<file path="src/pll_refcount_arbiter_unit_assert.svh">
// ----------------------------------------------------------------------------
// PLL reference-count arbiter assertion macros
// Shared property forms for the arbiter's concurrent checks.
// ----------------------------------------------------------------------------
`ifndef PLL_REFCOUNT_ARBITER_UNIT_ASSERT_SVH
`define PLL_REFCOUNT_ARBITER_UNIT_ASSERT_SVH

// Same-cycle implication, checked outside reset.
`define PRA_ASSERT_IMP(label, ante, cons, msg) \
    label: assert property (@(posedge clk) disable iff (!rst_n) (ante) |-> (cons)) \
        else $error(msg);

// Next-cycle implication, checked outside reset.
`define PRA_ASSERT_NEXT(label, ante, cons, msg) \
    label: assert property (@(posedge clk) disable iff (!rst_n) (ante) |=> (cons)) \
        else $error(msg);

`endif

</file>
<file path="src/pra_pkg.sv">
// ----------------------------------------------------------------------------
// PLL reference-count arbiter package
// Request and result types, opcodes, status codes and control structs.
// ----------------------------------------------------------------------------
package pra_pkg;

    // Opcodes
    localparam logic [2:0] OP_PLL_REQ   = 3'd0;
    localparam logic [2:0] OP_PLL_REL   = 3'd1;
    localparam logic [2:0] OP_MIC_REQ   = 3'd2;
    localparam logic [2:0] OP_MIC_REL   = 3'd3;
    localparam logic [2:0] OP_MIC_FORCE = 3'd4;

    // Status codes
    localparam logic [1:0] ST_OK        = 2'd0;
    localparam logic [1:0] ST_BAD_INDEX = 2'd1;
    localparam logic [1:0] ST_ZERO      = 2'd2;
    localparam logic [1:0] ST_FULL      = 2'd3;

    // Register indexes (paddr[2])
    localparam logic REG_SWITCH_MODE = 1'b0;
    localparam logic REG_PLL_COUNT   = 1'b1;

    localparam logic [1:0] PLL_COUNT_RESET = 2'd3;

    typedef struct packed {
        logic [2:0] opcode;
        logic [2:0] pll_index;
    } in_item_t;

    typedef struct packed {
        logic [1:0] status;
        logic [1:0] current_pll;
        logic       switched;
        logic [1:0] switch_from;
        logic [1:0] switch_to;
        logic [2:0] pll_on_mask;
        logic       supply_on;
        logic       ibias_on;
        logic       micbias_on;
    } out_item_t;

    // Controller to datapath
    typedef struct packed {
        logic load;
        logic exec;
        logic scan;
    } ctl_cmd_t;

    // Datapath to controller
    typedef struct packed {
        logic need_scan;
        logic scan_done;
    } dp_stat_t;

endpackage

</file>
<file path="src/pll_refcount_arbiter_unit.sv">
// ----------------------------------------------------------------------------
// PLL reference-count arbiter
// Per-PLL use counts with current-PLL selection and shared power counts.
// ----------------------------------------------------------------------------
//  channel   direction  handshake                     payload
//  request   in         start && !busy                request (in_item_t)
//  result    out        done, one cycle, no stall     result (out_item_t)
//  config    in         psel && penable && pwrite     paddr, pwdata / prdata
//
//  A request is loaded on acceptance, executed in S_EXEC and reported in
//  S_FINISH; when the current PLL loses its last user, S_SCAN comes between
//  and the fallback search walks the lower PLL counts one per cycle.
//  The next start is taken once the unit is back in S_IDLE.
//  Reset clears all counts, selects no PLL and sets pll_count to 3.
//  The result is shown for one cycle only; the receiver cannot stall it.
// ----------------------------------------------------------------------------
module pll_refcount_arbiter_unit #(
    parameter int PLL_SLOTS  = 3,
    parameter int COUNT_BITS = 8
) (
    input  logic               clk,
    input  logic               rst_n,
    input  logic               start,
    output logic               busy,
    input  pra_pkg::in_item_t  request,
    output logic               done,
    output pra_pkg::out_item_t result,
    input  logic               psel,
    input  logic               penable,
    input  logic               pwrite,
    input  logic [2:0]         paddr,
    input  logic [31:0]        pwdata,
    output logic [31:0]        prdata,
    output logic               pready
);
    import pra_pkg::*;

    logic       mode_reg;
    logic [1:0] count_reg;
    logic       cfg_wr;
    ctl_cmd_t   cmd;
    dp_stat_t   stat;

    assign pready = 1'b1;
    assign cfg_wr = psel && penable && pwrite;

    always_ff @(posedge clk or negedge rst_n)
    begin
        if (!rst_n)
        begin
            mode_reg  <= 1'b0;
            count_reg <= PLL_COUNT_RESET;
        end
        else if (cfg_wr)
        begin
            unique case (paddr[2])
                REG_SWITCH_MODE: mode_reg  <= pwdata[0];
                REG_PLL_COUNT:   count_reg <= pwdata[1:0];
                default:         mode_reg  <= mode_reg;
            endcase
        end
    end

    always_comb
    begin
        unique case (paddr[2])
            REG_SWITCH_MODE: prdata = {31'b0, mode_reg};
            REG_PLL_COUNT:   prdata = {30'b0, count_reg};
            default:         prdata = '0;
        endcase
    end

    pra_ctrl u_ctrl (
        .clk   (clk),
        .rst_n (rst_n),
        .start (start),
        .stat  (stat),
        .cmd   (cmd),
        .busy  (busy),
        .done  (done)
    );

    pra_datapath #(
        .PLL_SLOTS  (PLL_SLOTS),
        .COUNT_BITS (COUNT_BITS)
    ) u_datapath (
        .clk         (clk),
        .rst_n       (rst_n),
        .cmd         (cmd),
        .stat        (stat),
        .request     (request),
        .switch_mode (mode_reg),
        .pll_count   (count_reg),
        .result      (result)
    );

endmodule

</file>
<file path="src/pra_ctrl.sv">
// ----------------------------------------------------------------------------
// PLL reference-count arbiter controller
// Sequences load, execute, fallback scan when needed, and report for each request.
// ----------------------------------------------------------------------------
module pra_ctrl (
    input  logic             clk,
    input  logic             rst_n,
    input  logic             start,
    input  pra_pkg::dp_stat_t stat,
    output pra_pkg::ctl_cmd_t cmd,
    output logic             busy,
    output logic             done
);
    import pra_pkg::*;

    typedef enum logic [1:0] {
        S_IDLE,
        S_EXEC,
        S_SCAN,
        S_FINISH
    } state_t;

    state_t state_reg;
    state_t state_next;

    always_comb
    begin
        state_next = state_reg;
        unique case (state_reg)
            S_IDLE:
            begin
                if (start)
                begin
                    state_next = S_EXEC;
                end
            end
            S_EXEC:
            begin
                state_next = stat.need_scan ? S_SCAN : S_FINISH;
            end
            S_SCAN:
            begin
                if (stat.scan_done)
                begin
                    state_next = S_FINISH;
                end
            end
            S_FINISH:
            begin
                state_next = S_IDLE;
            end
            default:
            begin
                state_next = S_IDLE;
            end
        endcase
    end

    always_ff @(posedge clk or negedge rst_n)
    begin
        if (!rst_n)
        begin
            state_reg <= S_IDLE;
        end
        else
        begin
            state_reg <= state_next;
        end
    end

    assign busy     = (state_reg != S_IDLE);
    assign done     = (state_reg == S_FINISH);
    assign cmd.load = (state_reg == S_IDLE) && start;
    assign cmd.exec = (state_reg == S_EXEC);
    assign cmd.scan = (state_reg == S_SCAN);

`include "pll_refcount_arbiter_unit_assert.svh"

    `PRA_ASSERT_NEXT(a_load_then_exec, cmd.load, cmd.exec, "accepted request not executed")
    `PRA_ASSERT_NEXT(a_exec_no_scan_done, cmd.exec && !stat.need_scan, done, "missing report")
    `PRA_ASSERT_NEXT(a_done_then_idle, done, !busy && !done, "result strobe not single")

endmodule

</file>
<file path="src/pra_datapath.sv">
// ----------------------------------------------------------------------------
// PLL reference-count arbiter datapath
// Use counts, current PLL, mic count, shared supply and bias counts, result fields.
// ----------------------------------------------------------------------------
module pra_datapath #(
    parameter int PLL_SLOTS  = 3,
    parameter int COUNT_BITS = 8
) (
    input  logic              clk,
    input  logic              rst_n,
    input  pra_pkg::ctl_cmd_t  cmd,
    output pra_pkg::dp_stat_t  stat,
    input  pra_pkg::in_item_t  request,
    input  logic              switch_mode,
    input  logic [1:0]        pll_count,
    output pra_pkg::out_item_t result
);
    import pra_pkg::*;

    localparam int SW = (PLL_SLOTS > 1) ? $clog2(PLL_SLOTS) : 1;
    localparam int AW = $clog2(PLL_SLOTS + 1);
    localparam logic [SW-1:0] TOP = SW'(PLL_SLOTS - 1);
    localparam logic [2:0] SLOT_LIMIT = 3'(PLL_SLOTS);
    localparam logic [COUNT_BITS-1:0] CNT_MAX = {COUNT_BITS{1'b1}};
    localparam logic [COUNT_BITS-1:0] CNT_ONE = COUNT_BITS'(1);

    logic [COUNT_BITS-1:0] users_reg [PLL_SLOTS];
    logic [COUNT_BITS-1:0] users_next [PLL_SLOTS];
    logic [AW-1:0]         active_reg, active_next;
    logic [COUNT_BITS-1:0] supply_reg, supply_next;
    logic [COUNT_BITS-1:0] bias_reg, bias_next;
    logic [COUNT_BITS-1:0] mic_reg, mic_next;
    logic [2:0]            op_reg, op_next;
    logic [2:0]            idx_reg, idx_next;
    logic [AW-1:0]         before_reg, before_next;
    logic [1:0]            status_reg, status_next;
    logic [SW-1:0]         scan_ptr_reg, scan_ptr_next;

    logic                  idx_ok;
    logic [SW-1:0]         slot;
    logic [AW-1:0]         slot_p1;
    logic [SW-1:0]         rd_addr;
    logic [COUNT_BITS-1:0] cur;
    logic                  top_sel;
    logic                  need_scan;
    logic                  pwr_up, pwr_dn, mic_bias_up, mic_bias_dn;
    logic [2:0]            mask;

    assign idx_ok  = (idx_reg < {1'b0, pll_count}) && (idx_reg < SLOT_LIMIT);
    assign slot    = idx_reg[SW-1:0];
    assign slot_p1 = AW'(slot) + AW'(1);
    assign rd_addr = cmd.scan ? (scan_ptr_reg - SW'(1)) : slot;
    assign cur     = users_reg[rd_addr];
    assign top_sel = switch_mode && (slot == TOP);

    assign stat.need_scan = need_scan;
    assign stat.scan_done = (scan_ptr_reg == '0) || (cur != '0);

    always_comb
    begin
        users_next    = users_reg;
        active_next   = active_reg;
        supply_next   = supply_reg;
        bias_next     = bias_reg;
        mic_next      = mic_reg;
        op_next       = op_reg;
        idx_next      = idx_reg;
        before_next   = before_reg;
        status_next   = status_reg;
        scan_ptr_next = scan_ptr_reg;
        need_scan     = 1'b0;
        pwr_up        = 1'b0;
        pwr_dn        = 1'b0;
        mic_bias_up   = 1'b0;
        mic_bias_dn   = 1'b0;

        if (cmd.load)
        begin
            op_next     = request.opcode;
            idx_next    = request.pll_index;
            before_next = active_reg;
        end

        if (cmd.exec)
        begin
            status_next = ST_OK;
            unique case (op_reg)
                OP_PLL_REQ:
                begin
                    if (!idx_ok)
                    begin
                        status_next = ST_BAD_INDEX;
                    end
                    else if (cur == CNT_MAX)
                    begin
                        status_next = ST_FULL;
                    end
                    else
                    begin
                        users_next[slot] = cur + CNT_ONE;
                        if (cur == '0)
                        begin
                            if (top_sel)
                            begin
                                pwr_up = 1'b1;
                            end
                            else if (slot_p1 > active_reg)
                            begin
                                pwr_up      = (active_reg == '0);
                                active_next = slot_p1;
                            end
                        end
                    end
                end
                OP_PLL_REL:
                begin
                    if (!idx_ok)
                    begin
                        status_next = ST_BAD_INDEX;
                    end
                    else if (cur == '0)
                    begin
                        status_next = ST_ZERO;
                    end
                    else
                    begin
                        users_next[slot] = cur - CNT_ONE;
                        if (cur == CNT_ONE)
                        begin
                            if (top_sel)
                            begin
                                pwr_dn = 1'b1;
                            end
                            else if (slot_p1 == active_reg)
                            begin
                                // current PLL lost its last user: look below it
                                need_scan     = 1'b1;
                                scan_ptr_next = slot;
                            end
                        end
                    end
                end
                OP_MIC_REQ:
                begin
                    if (mic_reg == CNT_MAX)
                    begin
                        status_next = ST_FULL;
                    end
                    else
                    begin
                        mic_next    = mic_reg + CNT_ONE;
                        mic_bias_up = (mic_reg == '0);
                    end
                end
                OP_MIC_REL:
                begin
                    if (mic_reg == '0)
                    begin
                        status_next = ST_ZERO;
                    end
                    else
                    begin
                        mic_next    = mic_reg - CNT_ONE;
                        mic_bias_dn = (mic_reg == CNT_ONE);
                    end
                end
                OP_MIC_FORCE:
                begin
                    if (mic_reg == '0)
                    begin
                        status_next = ST_ZERO;
                    end
                    else
                    begin
                        mic_next    = '0;
                        mic_bias_dn = 1'b1;
                    end
                end
                default:
                begin
                    status_next = ST_OK;
                end
            endcase
        end

        if (cmd.scan)
        begin
            if (scan_ptr_reg == '0)
            begin
                active_next = '0;
                pwr_dn      = 1'b1;
            end
            else if (cur != '0)
            begin
                active_next = AW'(scan_ptr_reg);
            end
            else
            begin
                scan_ptr_next = scan_ptr_reg - SW'(1);
            end
        end

        // shared counts saturate high and hold at zero
        if (pwr_up && (supply_reg != CNT_MAX))
        begin
            supply_next = supply_reg + CNT_ONE;
        end
        else if (pwr_dn && (supply_reg != '0))
        begin
            supply_next = supply_reg - CNT_ONE;
        end

        if ((pwr_up || mic_bias_up) && (bias_reg != CNT_MAX))
        begin
            bias_next = bias_reg + CNT_ONE;
        end
        else if ((pwr_dn || mic_bias_dn) && (bias_reg != '0))
        begin
            bias_next = bias_reg - CNT_ONE;
        end
    end

    always_ff @(posedge clk or negedge rst_n)
    begin
        if (!rst_n)
        begin
            for (int i = 0; i < PLL_SLOTS; i++)
            begin
                users_reg[i] <= '0;
            end
            active_reg <= '0;
            supply_reg <= '0;
            bias_reg   <= '0;
            mic_reg    <= '0;
        end
        else
        begin
            users_reg  <= users_next;
            active_reg <= active_next;
            supply_reg <= supply_next;
            bias_reg   <= bias_next;
            mic_reg    <= mic_next;
        end
    end

    always_ff @(posedge clk)
    begin
        op_reg       <= op_next;
        idx_reg      <= idx_next;
        before_reg   <= before_next;
        status_reg   <= status_next;
        scan_ptr_reg <= scan_ptr_next;
    end

    always_comb
    begin
        mask = '0;
        for (int j = 0; j < 3; j++)
        begin
            if (j < PLL_SLOTS)
            begin
                if (!switch_mode || (j != PLL_SLOTS - 1))
                begin
                    mask[j] = (active_reg == AW'(j + 1));
                end
                if (switch_mode && (j == PLL_SLOTS - 1))
                begin
                    mask[j] = (users_reg[TOP] != '0);
                end
            end
        end
    end

    assign result.status      = status_reg;
    assign result.current_pll = active_reg[1:0];
    assign result.switched    = (before_reg != active_reg);
    assign result.switch_from = before_reg[1:0];
    assign result.switch_to   = active_reg[1:0];
    assign result.pll_on_mask = mask;
    assign result.supply_on   = (supply_reg != '0);
    assign result.ibias_on    = (bias_reg != '0);
    assign result.micbias_on  = (mic_reg != '0);

`include "pll_refcount_arbiter_unit_assert.svh"

    `PRA_ASSERT_NEXT(a_scan_steps_down, cmd.scan && !stat.scan_done, scan_ptr_reg == $past(scan_ptr_reg) - SW'(1), "scan pointer did not step down")
    `PRA_ASSERT_NEXT(a_bad_index_keeps, cmd.exec && !idx_ok && (op_reg == OP_PLL_REQ || op_reg == OP_PLL_REL), active_reg == $past(active_reg) && status_reg == ST_BAD_INDEX, "bad index changed state")

endmodule
</file>
<file path="config.mk">
export PLATFORM = sky130hd
export DESIGN_NAME = pll_refcount_arbiter_unit
export DESIGN_NICKNAME = d
export VERILOG_FILES = /design/src/pra_pkg.sv /design/src/pll_refcount_arbiter_unit.sv /design/src/pra_ctrl.sv /design/src/pra_datapath.sv
export VERILOG_INCLUDE_DIRS = /design/src /design/src/src
export SDC_FILE = /design/constraint.sdc
export NUM_CORES = 1
export LEC_CHECK = 0
export ABC_AREA = 1
export BUFFER_PORTS_ARGS = -buffer_cell sky130_fd_sc_hd__buf_2
export CAP_MARGIN = 25
export CORE_UTILIZATION = 63
export CTS_BUF_LIST = sky130_fd_sc_hd__clkbuf_8
export DETAILED_ROUTE_END_ITERATION = 10
export PLACE_DENSITY = 0.89
export SETUP_SLACK_MARGIN = 0.1
export SLEW_MARGIN = 10
export SYNTH_ARGS = -nofsm -noshare
export SYNTH_HDL_FRONTEND = slang
export SYNTH_HIERARCHICAL = 1
export SYNTH_SLANG_ARGS = --single-unit
</file>
<file path="constraint.sdc">
create_clock -name clk -period 10.2 [get_ports clk]
set_input_delay 1.53 -clock clk [delete_from_list [all_inputs] [get_ports clk]]
set_output_delay 1.53 -clock clk [all_outputs]
set_load 0.005 [all_outputs]
</file>
[After elaboration in Yosys (flattened, before gate mapping)]
Index checks and enable logic that the tools add are counted.
Widths: inputs -> output; s select.
Word-level totals
  bits in registers: 67
  bits of input ports: 47
  output and inout port bits: 50
  word-level logic and storage cells: 180
Operators by class
  $add $sub $neg: 10
  order comparisons: 6
  equality and inequality tests: 28
  mux-type cells: 83
  bitwise gates (word level): 3
  reduce and logical (&&, ||, !) cells: 35
Operators with widths (count)
  $mux 24: 4
  $mux 8: 10
  $pmux 32 s2: 1
  $mux 2: 29
  $bwmux 24: 2
  $pmux 24 s2: 1
  $reduce_bool 8->1: 5
  $add 8x1->8 const B: 4
  $sub 8x1->8 const B: 4
  $mux 1: 30
  $pmux 8 s3: 1
  $bmux 8 s2: 1
  $demux 8 s2: 1
  $eq 8x1->1 const B: 2
  $eq 8x8->1 const B: 2
  $logic_not 8->1: 2
  $ne 8x8->1 const B: 2
  $pmux 2 s4: 2
  $ne 2x2->1 const B: 7
  $eq 2x2->1 const B: 5
  $logic_and 1x1->1: 10
  $reduce_bool 2->1: 4
  $eq 3x2->1 const B: 2
  $ge 3x3->1 const B: 2
  other kinds (23): 32

[Depth between registers and ports, before layout]
Gate-level depths: netlist (run 1).
  depth after elaboration: 18
  depth in mapped cells: 26
  depth with buffers taken out: 25

[By module]
The synthesis (run 1) kept the hierarchy.
By module, submodules not included
  pra_datapath: times used 1, cells each 601, area an instance 4591.9 µm²
  pll_refcount_arbiter_unit: times used 1, cells each 56, area an instance 411.6 µm²
  pra_ctrl: times used 1, cells each 29, area an instance 209.0 µm²

[Worst setup path before layout (run 1)]
OpenSTA, ideal clock, no wires.
  path kind: register to register
  start point: register u_ctrl.state_reg[0]
  end point: register u_datapath.bias_reg[5]
  library setup time: 0.117 ns
  data arrival time: 3.563 ns
  slack: 6.520 ns
  cell stages (with the launch flop): 25
  buffers on the path: 1
  cells stage by stage: dfrtp_1 inv_1 ha_1 buf_6 inv_2 nand2_2 nand2_1 o211ai_1 o21ai_2 inv_1 ha_1 nand2_2 nor2_4 nand4_2 nand2_2 nand2_2 ha_1 a21o_1 a31oi_1 inv_1 a21oi_1 o21ai_0 xor2_1 nand2_1 o21ai_2
RTL lines
  start, declared: line pra_ctrl.sv:23  | state_t state_reg;
  start signal, assigned: line pra_ctrl.sv:67  | state_reg <= state_next;
  end signal, assigned: line pra_datapath.sv:241  | bias_reg <= bias_next;
  end, declared: line pra_datapath.sv:31  | logic [COUNT_BITS-1:0] bias_reg, bias_next;

==> results of run 1 <==
## report_power, final
part           switching [mW]  internal (mW)
Sequential             0.0865          0.360
Clock                   0.109         0.0866
Combinational           0.549          0.305
## layer usage
metal	up-vias	global-route usage, %
met3	29	4.52
li1	2256	-
met2	141	47.5
met5	-	0
met4	0	11.4
met1	2158	33.3
## logic make-up (layout without fill, tap and decap cells)
| kind of cell | count (synthesis) | in the layout | share of synthesized area [%] |
|---|---|---|---|
| AND/OR/NAND/NOR | 331 | 331 | 30.3 |
| buffers and inverters | 132 | 137 | 13.3 |
| AO/OA/AOI/OAI | 100 | 100 | 11.5 |
| flip-flops | 67 | 67 | 33.0 |
| adder cells (fa/ha/maj) | 34 | 34 | 8.45 |
| XOR/XNOR | 19 | 19 | 3.19 |
| other | 2 | 31 | 0.144 |
| multiplexers | 1 | 1 | 0.192 |
## worst max-delay path: stages (launching register included)
cell     delay, ns
dfrtp_1       0.42
inv_1         0.15
ha_1          0.48
nand2_2       0.17
nand2_2       0.35
nand2_1       0.09
o21ai_1       0.41
ha_1          0.27
nand2_1       0.09
nor2_2        0.17
nand2_1       0.10
nand4_2       0.13
nand2_2       0.08
nand2_2       0.19
ha_1          0.32
a21o_1        0.20
a31oi_1       0.27
inv_1         0.07
a21oi_1       0.13
o21ai_0       0.11
xor2_1        0.16
nand2_1       0.09
o21ai_2       0.06
## cells in the mapped netlist (2+ instances only)
master / n
nor2_1: 30
o211ai_1: 4
nand3_2: 6
xnor2_1: 7
a21oi_1: 20
nor2_4: 6
dfrtp_1: 53
nand4_1: 9
o21ai_2: 4
nor3_1: 10
buf_6: 9
nor2_2: 4
nor4_1: 8
a31oi_1: 3
nand2_2: 19
nand3_1: 61
a21oi_2: 3
conb_1: 2
nand2_1: 168
edfxtp_1: 10
dfstp_2: 2
o21ai_1: 21
o21ai_0: 29
buf_4: 35
fa_1: 2
a21o_1: 2
inv_2: 3
nand2_4: 2
inv_1: 83
ha_1: 32
o22ai_1: 3
xor2_1: 12
dfxtp_1: 2
## how the worst max path moves through the flow
| stage | startpoint | endpoint | slack, ns | cells past startpoint |
|---|---|---|---|---|
| after global routing | u_ctrl/state_reg[0] | u_datapath/bias_reg[5] | 5.19 | 23 |
| after global placement | u_ctrl/state_reg[0] | u_datapath/bias_reg[5] | 5.86 | 22 |
| after detailed placement | u_ctrl/state_reg[0] | u_datapath/bias_reg[5] | 5.69 | 22 |
| final | u_ctrl/state_reg[0] | u_datapath/bias_reg[5] | 5.56 | 22 |
| after CTS | u_ctrl/state_reg[0] | u_datapath/bias_reg[5] | 5.67 | 22 |
| after floorplan | u_ctrl/state_reg[0] | u_datapath/bias_reg[5] | 6.52 | 24 |
## layout make-up
| class | count | area (um2) |
|---|---|---|
| clock inverter | 7 | 45.0 |
| timing repair buffer | 34 | 173 |
| tap | 102 | 128 |
| clock buffer | 9 | 124 |
| fill | 638 | 2420 |
| inverter | 87 | 327 |
| sequential | 67 | 1720 |
| multi-input combinational | 516 | 2910 |
==> impl_metrics.yaml, run 1 <==
layout:
  insertedDiodeCount: 0
  layout-drive-gt1-share_pct: 14.4
  largest_register_ff_count: 24
  syn_to_final_growth_pct: 4.03
  layout_common_cells: "168 x nand2_1, 83 x inv_1, 61 x nand3_1"
  final_common_cell: "nand2_1"
  fin_util_pct: 69.1
  nNetsFinal: 796
  fin_area_mm2: 0.00542
  finalNonFillerCells: 822
logic_synthesis:
  yosys_warnings: 6
  synth_top_cell_area_share_pct: 25.4
  synth_area_mm2: 0.00521
  synth_top_flop_cell: "dfrtp_1"
  ys_seq_area_share_pct: 33.0
  async_reset_ff_share_pct: 82.1
  synth_area_per_cell_um2: 7.60
  ys_seq_elements: 67
  yosysTopAreaCell: "dfrtp_1"
  synth_edf_count: 10
  syn_inst: 686
  synth_cell_types: 55
  synthTopCellsByArea: "dfrtp_1 25%, nand2_1 12%, ha_1 7.7%, inv_1 6.0%, nand3_1 5.9%"
timing:
  skew_ns: 0.00862
  rsz0062_at_grt: "false"
  fin_ws_ns: 5.56
  period_needed_ns: 4.64
  holdWs_ns: 0.488
  fin_setup_tns_ns: 0
  finalSetupViolCount: 0
  max_slew.worst_pin.slew_ns: 0.649
  slew_violations: 0
  slew_headroom_pct: 56.7
  fin_crit_sh_pct: 45.5
  max_freq_mhz: 216
  hold_viol_final: 0
placement:
  place_congestion: 0.916
  port_buffers: 33
  dpl_cell_area_mm2: 0.00525
  dpl_worst_slack_ns: 5.69
  dp_hpwl_mm: 8.52
  placedCellCount: 806
critical_path:
  worstReg2RegStart: "u_ctrl/state_reg[0]"
  rrSetupSlack_ns: 5.56
  startpoint_type: "register"
  required_ns: 10.43
  r2r_end: "u_datapath/bias_reg[5]"
  endpoint_kind: "register"
  path_class: "reg -> reg"
  reg2reg_depth: 22
  crit_fanout: 21
  arrival_ns: 4.87
die:
  io_pins: 97
  core_mm2: 0.00785
  row_count: 32
  die_area_mm2: 0.00864
  initial_utilization_pct: 66.4
  die_h_um: 93.0
  die_w_um: 93.0
global_routing:
  grt.total_usage_pct: 27.3
  grt_pass1_vias: 4332
  grt_max_degree: 30
  grt_pass1_wl_mm: 18.8
  globalRoute.totalOverflow: 0
  antenna_found_initial: 0
routing:
  drc_errors: 0
  dr.pass1.iters: 5
  met2_length_mm: 5.55
  wl_met3_um: 500
  vias_per_cell: 5.58
  drtAntennaViolNets: 0
  dr.max_layer_used: "met4"
  wl_mm: 11.3
  via_count: 4584
  wl_met1_mm: 4.95
  first_iter_violations: 338
  wl_per_cell_um: 13.7
cts:
  path_clk_slew_ns: 0.08
  ctsResizeCount: 0
  cts_buffer_depth: 2
  cts_tree: "done"
  insertion_delay_ns: 0.35
  htreeDepth: 3
  cts-root-buf: "clkbuf_8"
  holdBufCountCts: 0
  clock_sinks: 67
  cts_made_buffers: 9
  post_cts_buffers: 0
power_and_ir_drop:
  total_leakage_power_nw: 2.74
  irDropWorstVdd_v: 0.000159
  total_power_mw: 1.50
  cellPowerDensity_mw_per_mm2: 276
min_path:
  min_path_type: "reg -> reg"
  min_to: "count_reg[1]"
  worstHoldStart: "count_reg[1]"
  hold_depth: 2
status:
  status: "finished clean"
job:
  max_cap_viol_count: 0
Note: power is estimated with default switching activity, not from simulation.
==> run 2, diff against run 1 <==
--- a/config.mk
+++ b/config.mk
@@ -9,10 +9,10 @@
 export ABC_AREA = 1
 export BUFFER_PORTS_ARGS = -buffer_cell sky130_fd_sc_hd__buf_2
 export CAP_MARGIN = 25
-export CORE_UTILIZATION = 63
+export CORE_UTILIZATION = 58
 export CTS_BUF_LIST = sky130_fd_sc_hd__clkbuf_8
 export DETAILED_ROUTE_END_ITERATION = 10
-export PLACE_DENSITY = 0.89
+export PLACE_DENSITY = 0.83
 export SETUP_SLACK_MARGIN = 0.1
 export SLEW_MARGIN = 10
 export SYNTH_ARGS = -nofsm -noshare
==> constraint.sdc (replaced) <==
create_clock -name clk -period 4.7 [get_ports clk]
set_input_delay 0.705 -clock clk [delete_from_list [all_inputs] [get_ports clk]]
set_output_delay 0.705 -clock clk [all_outputs]
set_load 0.005 [all_outputs]
==> run 2 against run 1 <==
Effect of this change: total power up 130%; global-route usage decreased by 2.4 points; critical endpoint unchanged; sequential share of layout area shrank 0.45 points; cell area increased by 1.5%.
==> impl_metrics.yaml, run 2 (same netlist as run 1, synthesis figures left out) <==
timing:
  max_freq_mhz: 237
  finalSetupViolCount: 0
  holdWs_ns: 0.484
  slew_headroom_pct: 52.4
  hold_viol_final: 0
  fin_ws_ns: 0.484
  fin_setup_tns_ns: 0
  period_needed_ns: 4.22
  fin_crit_sh_pct: 89.7
  skew_ns: 0.00886
  rsz0062_at_grt: "false"
  max_slew.worst_pin.slew_ns: 0.714
  slew_violations: 0
global_routing:
  grt_pass1_vias: 4399
  grt_pass1_wl_mm: 19.3
  globalRoute.totalOverflow: 0
  grt.total_usage_pct: 24.9
  grt_max_degree: 56
  antenna_found_initial: 0
critical_path:
  endpoint_kind: "register"
  required_ns: 4.93
  arrival_ns: 4.44
  worstReg2RegStart: "u_ctrl/state_reg[0]"
  rrSetupSlack_ns: 0.48
  r2r_end: "u_datapath/bias_reg[5]"
  crit_fanout: 10
  path_class: "reg -> reg"
  startpoint_type: "register"
  reg2reg_depth: 23
placement:
  dpl_worst_slack_ns: 0.488
  dpl_cell_area_mm2: 0.00529
  dp_hpwl_mm: 8.61
  port_buffers: 33
  place_congestion: 0.937
cts:
  ctsResizeCount: 0
  cts_made_buffers: 9
  cts_tree: "done"
  path_clk_slew_ns: 0.08
  holdBufCountCts: 0
  htreeDepth: 3
  cts_buffer_depth: 2
  cts-root-buf: "clkbuf_8"
  clock_sinks: 67
  post_cts_buffers: 0
  insertion_delay_ns: 0.35
routing:
  wl_per_cell_um: 13.6
  drtAntennaViolNets: 0
  first_iter_violations: 198
  wl_mm: 11.3
  dr.pass1.iters: 5
  vias_per_cell: 5.49
  drc_errors: 0
  via_count: 4569
die:
  core_mm2: 0.00872
  initial_utilization_pct: 59.8
  die_w_um: 96.8
  row_count: 34
  die_area_mm2: 0.00937
  die_h_um: 96.8
  io_pins: 97
layout:
  fillCellCount: 731
  insertedDiodeCount: 0
  multi_input_area_mm2: 0.00291
  nNetsFinal: 800
  layout-drive-gt1-share_pct: 14.9
  fin_area_mm2: 0.00550
  area.sequential_mm2: 0.00172
  syn_to_final_growth_pct: 5.54
  largest_register_ff_count: 24
  layout_common_cells: "168 x nand2_1, 84 x inv_1, 61 x nand3_1"
  final_common_cell: "nand2_1"
min_path:
  min_path_type: "in -> async"
power_and_ir_drop:
  cellPowerDensity_mw_per_mm2: 613
  irDropWorstVdd_v: 0.000350
  total_power_mw: 3.37
  total_leakage_power_nw: 2.79
job:
  max_cap_viol_count: 0
status:
  status: "finished clean"
## run 2: stage by stage
stage / instances / utilization [%]
final: 832 / 63.1
after floorplan: 715 / -
after global placement: 816 / 60.7
after detailed placement: 816 / 60.7
after global routing: 832 / 63.1
after CTS: 832 / 63.1
## run 2: report_power, final
part | internal [mW] | switching (mW)
Sequential | 0.782 | 0.190
Clock | 0.293 | 0.223
Combinational | 0.685 | 1.20
## run 2: worst max path at each step
stage | start | endpoint | slack, ns
4_1_cts | u_ctrl/state_reg[0] | u_datapath/bias_reg[5] | 0.42
2_1_floorplan | u_ctrl/state_reg[0] | u_datapath/bias_reg[5] | 1.02
3_5_place_dp | u_ctrl/state_reg[0] | u_datapath/bias_reg[5] | 0.49
5_1_grt | u_ctrl/state_reg[0] | u_datapath/bias_reg[5] | 0.15
3_3_place_gp | u_ctrl/state_reg[0] | u_datapath/bias_reg[5] | 0.57
6_report | u_ctrl/state_reg[0] | u_datapath/bias_reg[5] | 0.48
## run 2: worst max-delay path, stage by stage (launching register included)
cell	delay, ns
dfrtp_1	0.42
inv_1	0.14
ha_2	0.28
inv_2	0.08
nand2_2	0.11
nand2_1	0.19
o211ai_1	0.25
o21ai_2	0.13
inv_1	0.15
ha_1	0.25
nand2_2	0.09
nor2_4	0.16
nand4_2	0.13
nand2_2	0.11
nand2_2	0.16
ha_1	0.38
a21o_1	0.19
a31oi_1	0.26
inv_1	0.07
a21oi_1	0.13
o21ai_0	0.11
xor2_1	0.15
nand2_1	0.09
o21ai_2	0.06
## run 2: cell type report
class	count	area share (%)
clock buffers	9	2.25
clock inverters	7	1.52
inverters	87	5.94
multi-input cells	516	52.9
flip-flops and latches	67	31.2
well taps	108	2.46
repair buffers	38	3.68
## run 2: per-layer routing
layer	global-route usage (%)	wire length [um]	vias up
li1	-	-	2255
met1	30.6	4850	2121
met2	42.3	5620	161
met3	4.19	544	32
met4	12.2	326	0
met5	0	0	-
==> run 3, diff against run 2 <==
--- a/config.mk
+++ b/config.mk
@@ -9,10 +9,12 @@
 export ABC_AREA = 1
 export BUFFER_PORTS_ARGS = -buffer_cell sky130_fd_sc_hd__buf_2
 export CAP_MARGIN = 25
-export CORE_UTILIZATION = 58
+export CELL_PAD_IN_SITES_DETAIL_PLACEMENT = 1
+export CELL_PAD_IN_SITES_GLOBAL_PLACEMENT = 2
+export CORE_UTILIZATION = 33
 export CTS_BUF_LIST = sky130_fd_sc_hd__clkbuf_8
 export DETAILED_ROUTE_END_ITERATION = 10
-export PLACE_DENSITY = 0.83
+export PLACE_DENSITY_LB_ADDON = 0.1
 export SETUP_SLACK_MARGIN = 0.1
 export SLEW_MARGIN = 10
 export SYNTH_ARGS = -nofsm -noshare
==> run 3 against run 2 <==
Effect of this change: register-to-register slack about the same; core utilization down 26 points; routed wire length up 20%; first-iteration DRC count down 31%; sequential power about the same; die area up 74%; cell area up 2.9%; clock skew up 0.0089 ns; global-route usage down 7.0 points; cell count up 13%.
==> impl_metrics.yaml, run 3 (same netlist as run 1, synthesis figures left out) <==
critical_path:
  endpoint_kind: "register"
  arrival_ns: 4.47
  reg2reg_depth: 23
  rrSetupSlack_ns: 0.48
  path_cells: "inv_1 > ha_2 > inv_2 > nand2_2 > nand2_1 > o211ai_1 > o21ai_2 > inv_1 > ha_1 > nand2_2 > nor2_4 > nand4_2 > nand2_2 > nand2_2 > ha_1 > a21o_1 > a31oi_2 > inv_1 > a21oi_1 > o21ai_0 > xor2_1 > nand2_1 > o21ai_2"
  path_buf_inv: 4
  critPathSlowestCell: "dfrtp_1"
  r2r_end: "u_datapath/bias_reg[5]"
  path_common_cell: "nand2_2"
  crit_fanout: 8
  crit_start: "u_ctrl/state_reg[0]"
  worst-path-stages: 23
  path_class: "reg -> reg"
  required_ns: 4.95
  cp_top_family: "compound AO/OA/AOI/OAI gates"
  worstReg2RegStart: "u_ctrl/state_reg[0]"
  startpoint_type: "register"
  crit_end: "u_datapath/bias_reg[5]"
  max_stage_delay_ns: 0.42
die:
  row_count: 45
  die_h_um: 128
  die_w_um: 128
  initial_utilization_pct: 34.0
  io_pins: 97
  core_mm2: 0.0153
  die_area_mm2: 0.0163
timing:
  slew_headroom_pct: 47.3
  fin_setup_tns_ns: 0
  max_slew.worst_pin.slew_ns: 0.790
  slew_violations: 0
  rsz0062_at_grt: "false"
  skew_ns: 0.0178
  max_freq_mhz: 237
  finalSetupViolCount: 0
  period_needed_ns: 4.22
  fin_crit_sh_pct: 89.7
  hold_viol_final: 0
power_and_ir_drop:
  irDropWorstVdd_v: 0.000211
  total_leakage_power_nw: 2.79
  total_power_mw: 3.43
  cellPowerDensity_mw_per_mm2: 605
routing:
  first_iter_violations: 137
  wl_per_cell_um: 14.5
  via_count: 4512
  vias_per_cell: 4.81
  dr.pass1.iters: 4
  drc_errors: 0
  wl_mm: 13.6
  drtAntennaViolNets: 0
layout:
  syn_to_final_growth_pct: 8.62
  finalNonFillerCells: 938
  layout_common_cells: "168 x nand2_1, 83 x inv_1, 61 x nand3_1"
  nNetsFinal: 803
  largest_register_ff_count: 24
  layout-drive-gt1-share_pct: 15.5
  insertedDiodeCount: 0
  final_common_cell: "nand2_1"
  fin_area_mm2: 0.00566
global_routing:
  grt_pass1_wl_mm: 22.9
  grt.total_usage_pct: 17.9
  antenna_found_initial: 0
  grt_max_degree: 56
  grt_pass1_vias: 4673
  globalRoute.totalOverflow: 0
placement:
  place_congestion: 0.805
  port_buffers: 33
  dp_hpwl_mm: 10.6
  placedCellCount: 922
  dpl_cell_area_mm2: 0.00544
cts:
  path_clk_slew_ns: 0.08
  cts_buffer_depth: 2
  insertion_delay_ns: 0.37
  cts_made_buffers: 9
  post_cts_buffers: 0
  clock_sinks: 67
  cts_tree: "done"
  cts-root-buf: "clkbuf_8"
  htreeDepth: 3
job:
  max_cap_viol_count: 0
status:
  status: "finished clean"
min_path:
  min_path_type: "reg -> reg"
run 3: changes by cell type in the layout (fill, tap and decap cells not counted), sizes merged:
cell      previous run  this run
buf                 38        41
clkinv               5         2
clkbuf               9        11
clkinvlp             0         2
bufinv               2         1
run 3: worst min path at each step:
stage | from | end | slack, ns | depth (start not counted)
after detailed placement | u_datapath/users_reg[12] | u_datapath/users_reg[12] | 0.47 | 2
after CTS | request[2] | u_datapath/idx_reg[2] | 0.48 | 1
after global placement | u_datapath/users_reg[22] | u_datapath/users_reg[22] | 0.47 | 2
after global routing | request[2] | u_datapath/idx_reg[2] | 0.47 | 1
final | count_reg[1] | count_reg[1] | 0.49 | 2
after floorplan | rst_n | mode_reg | 0.41 | 0
run 3: per-layer routing:
metal / global-route usage, % / up-vias / routed length, um
met5: 0 / - / 0
met2: 31.0 / 52 / 6720
li1: - / 2263 / -
met1: 22.1 / 2183 / 6330
met4: 5.05 / 0 / 151
met3: 4.17 / 14 / 399
run 3: power by group:
part           total [mW]  leakage (nW)  switching, mW  internal [mW]
combinational        1.93          1.87           1.24          0.692
sequential          0.974         0.821          0.193          0.781
clock               0.525         0.102          0.250          0.275
run 3: area by class of cell:
class	instances	area [um2]
Fill cell	1938	9650
Multi-Input combinational cell	516	2920
Sequential cell	67	1720
Inverter	87	327
Tap cell	211	264
Timing Repair Buffer	41	225
Clock buffer	11	151
Clock inverter	5	58.8
run 3: timing repair:
item	in CTS	in global routing
setup endpoints to repair	0	4
resized for setup	0	2
hold buffers	0	0
run 3: through the flow:
stage / setup slack [ns] / util [%] / hold slack, ns
finish: 0.484 / 37.0 / 0.485
global route: 0.152 / 37.0 / 0.475
CTS: 0.263 / 36.9 / 0.479
detailed placement: 0.274 / 35.5 / 0.473
global placement: 0.297 / 35.5 / 0.467
floorplan: 1.02 / - / 0.409
run 3: tightest hold or removal path, cell delays in order (launching register included):
cell     delay (ns)
dfstp_2        0.39
nand2_1        0.06
nand2_1        0.04
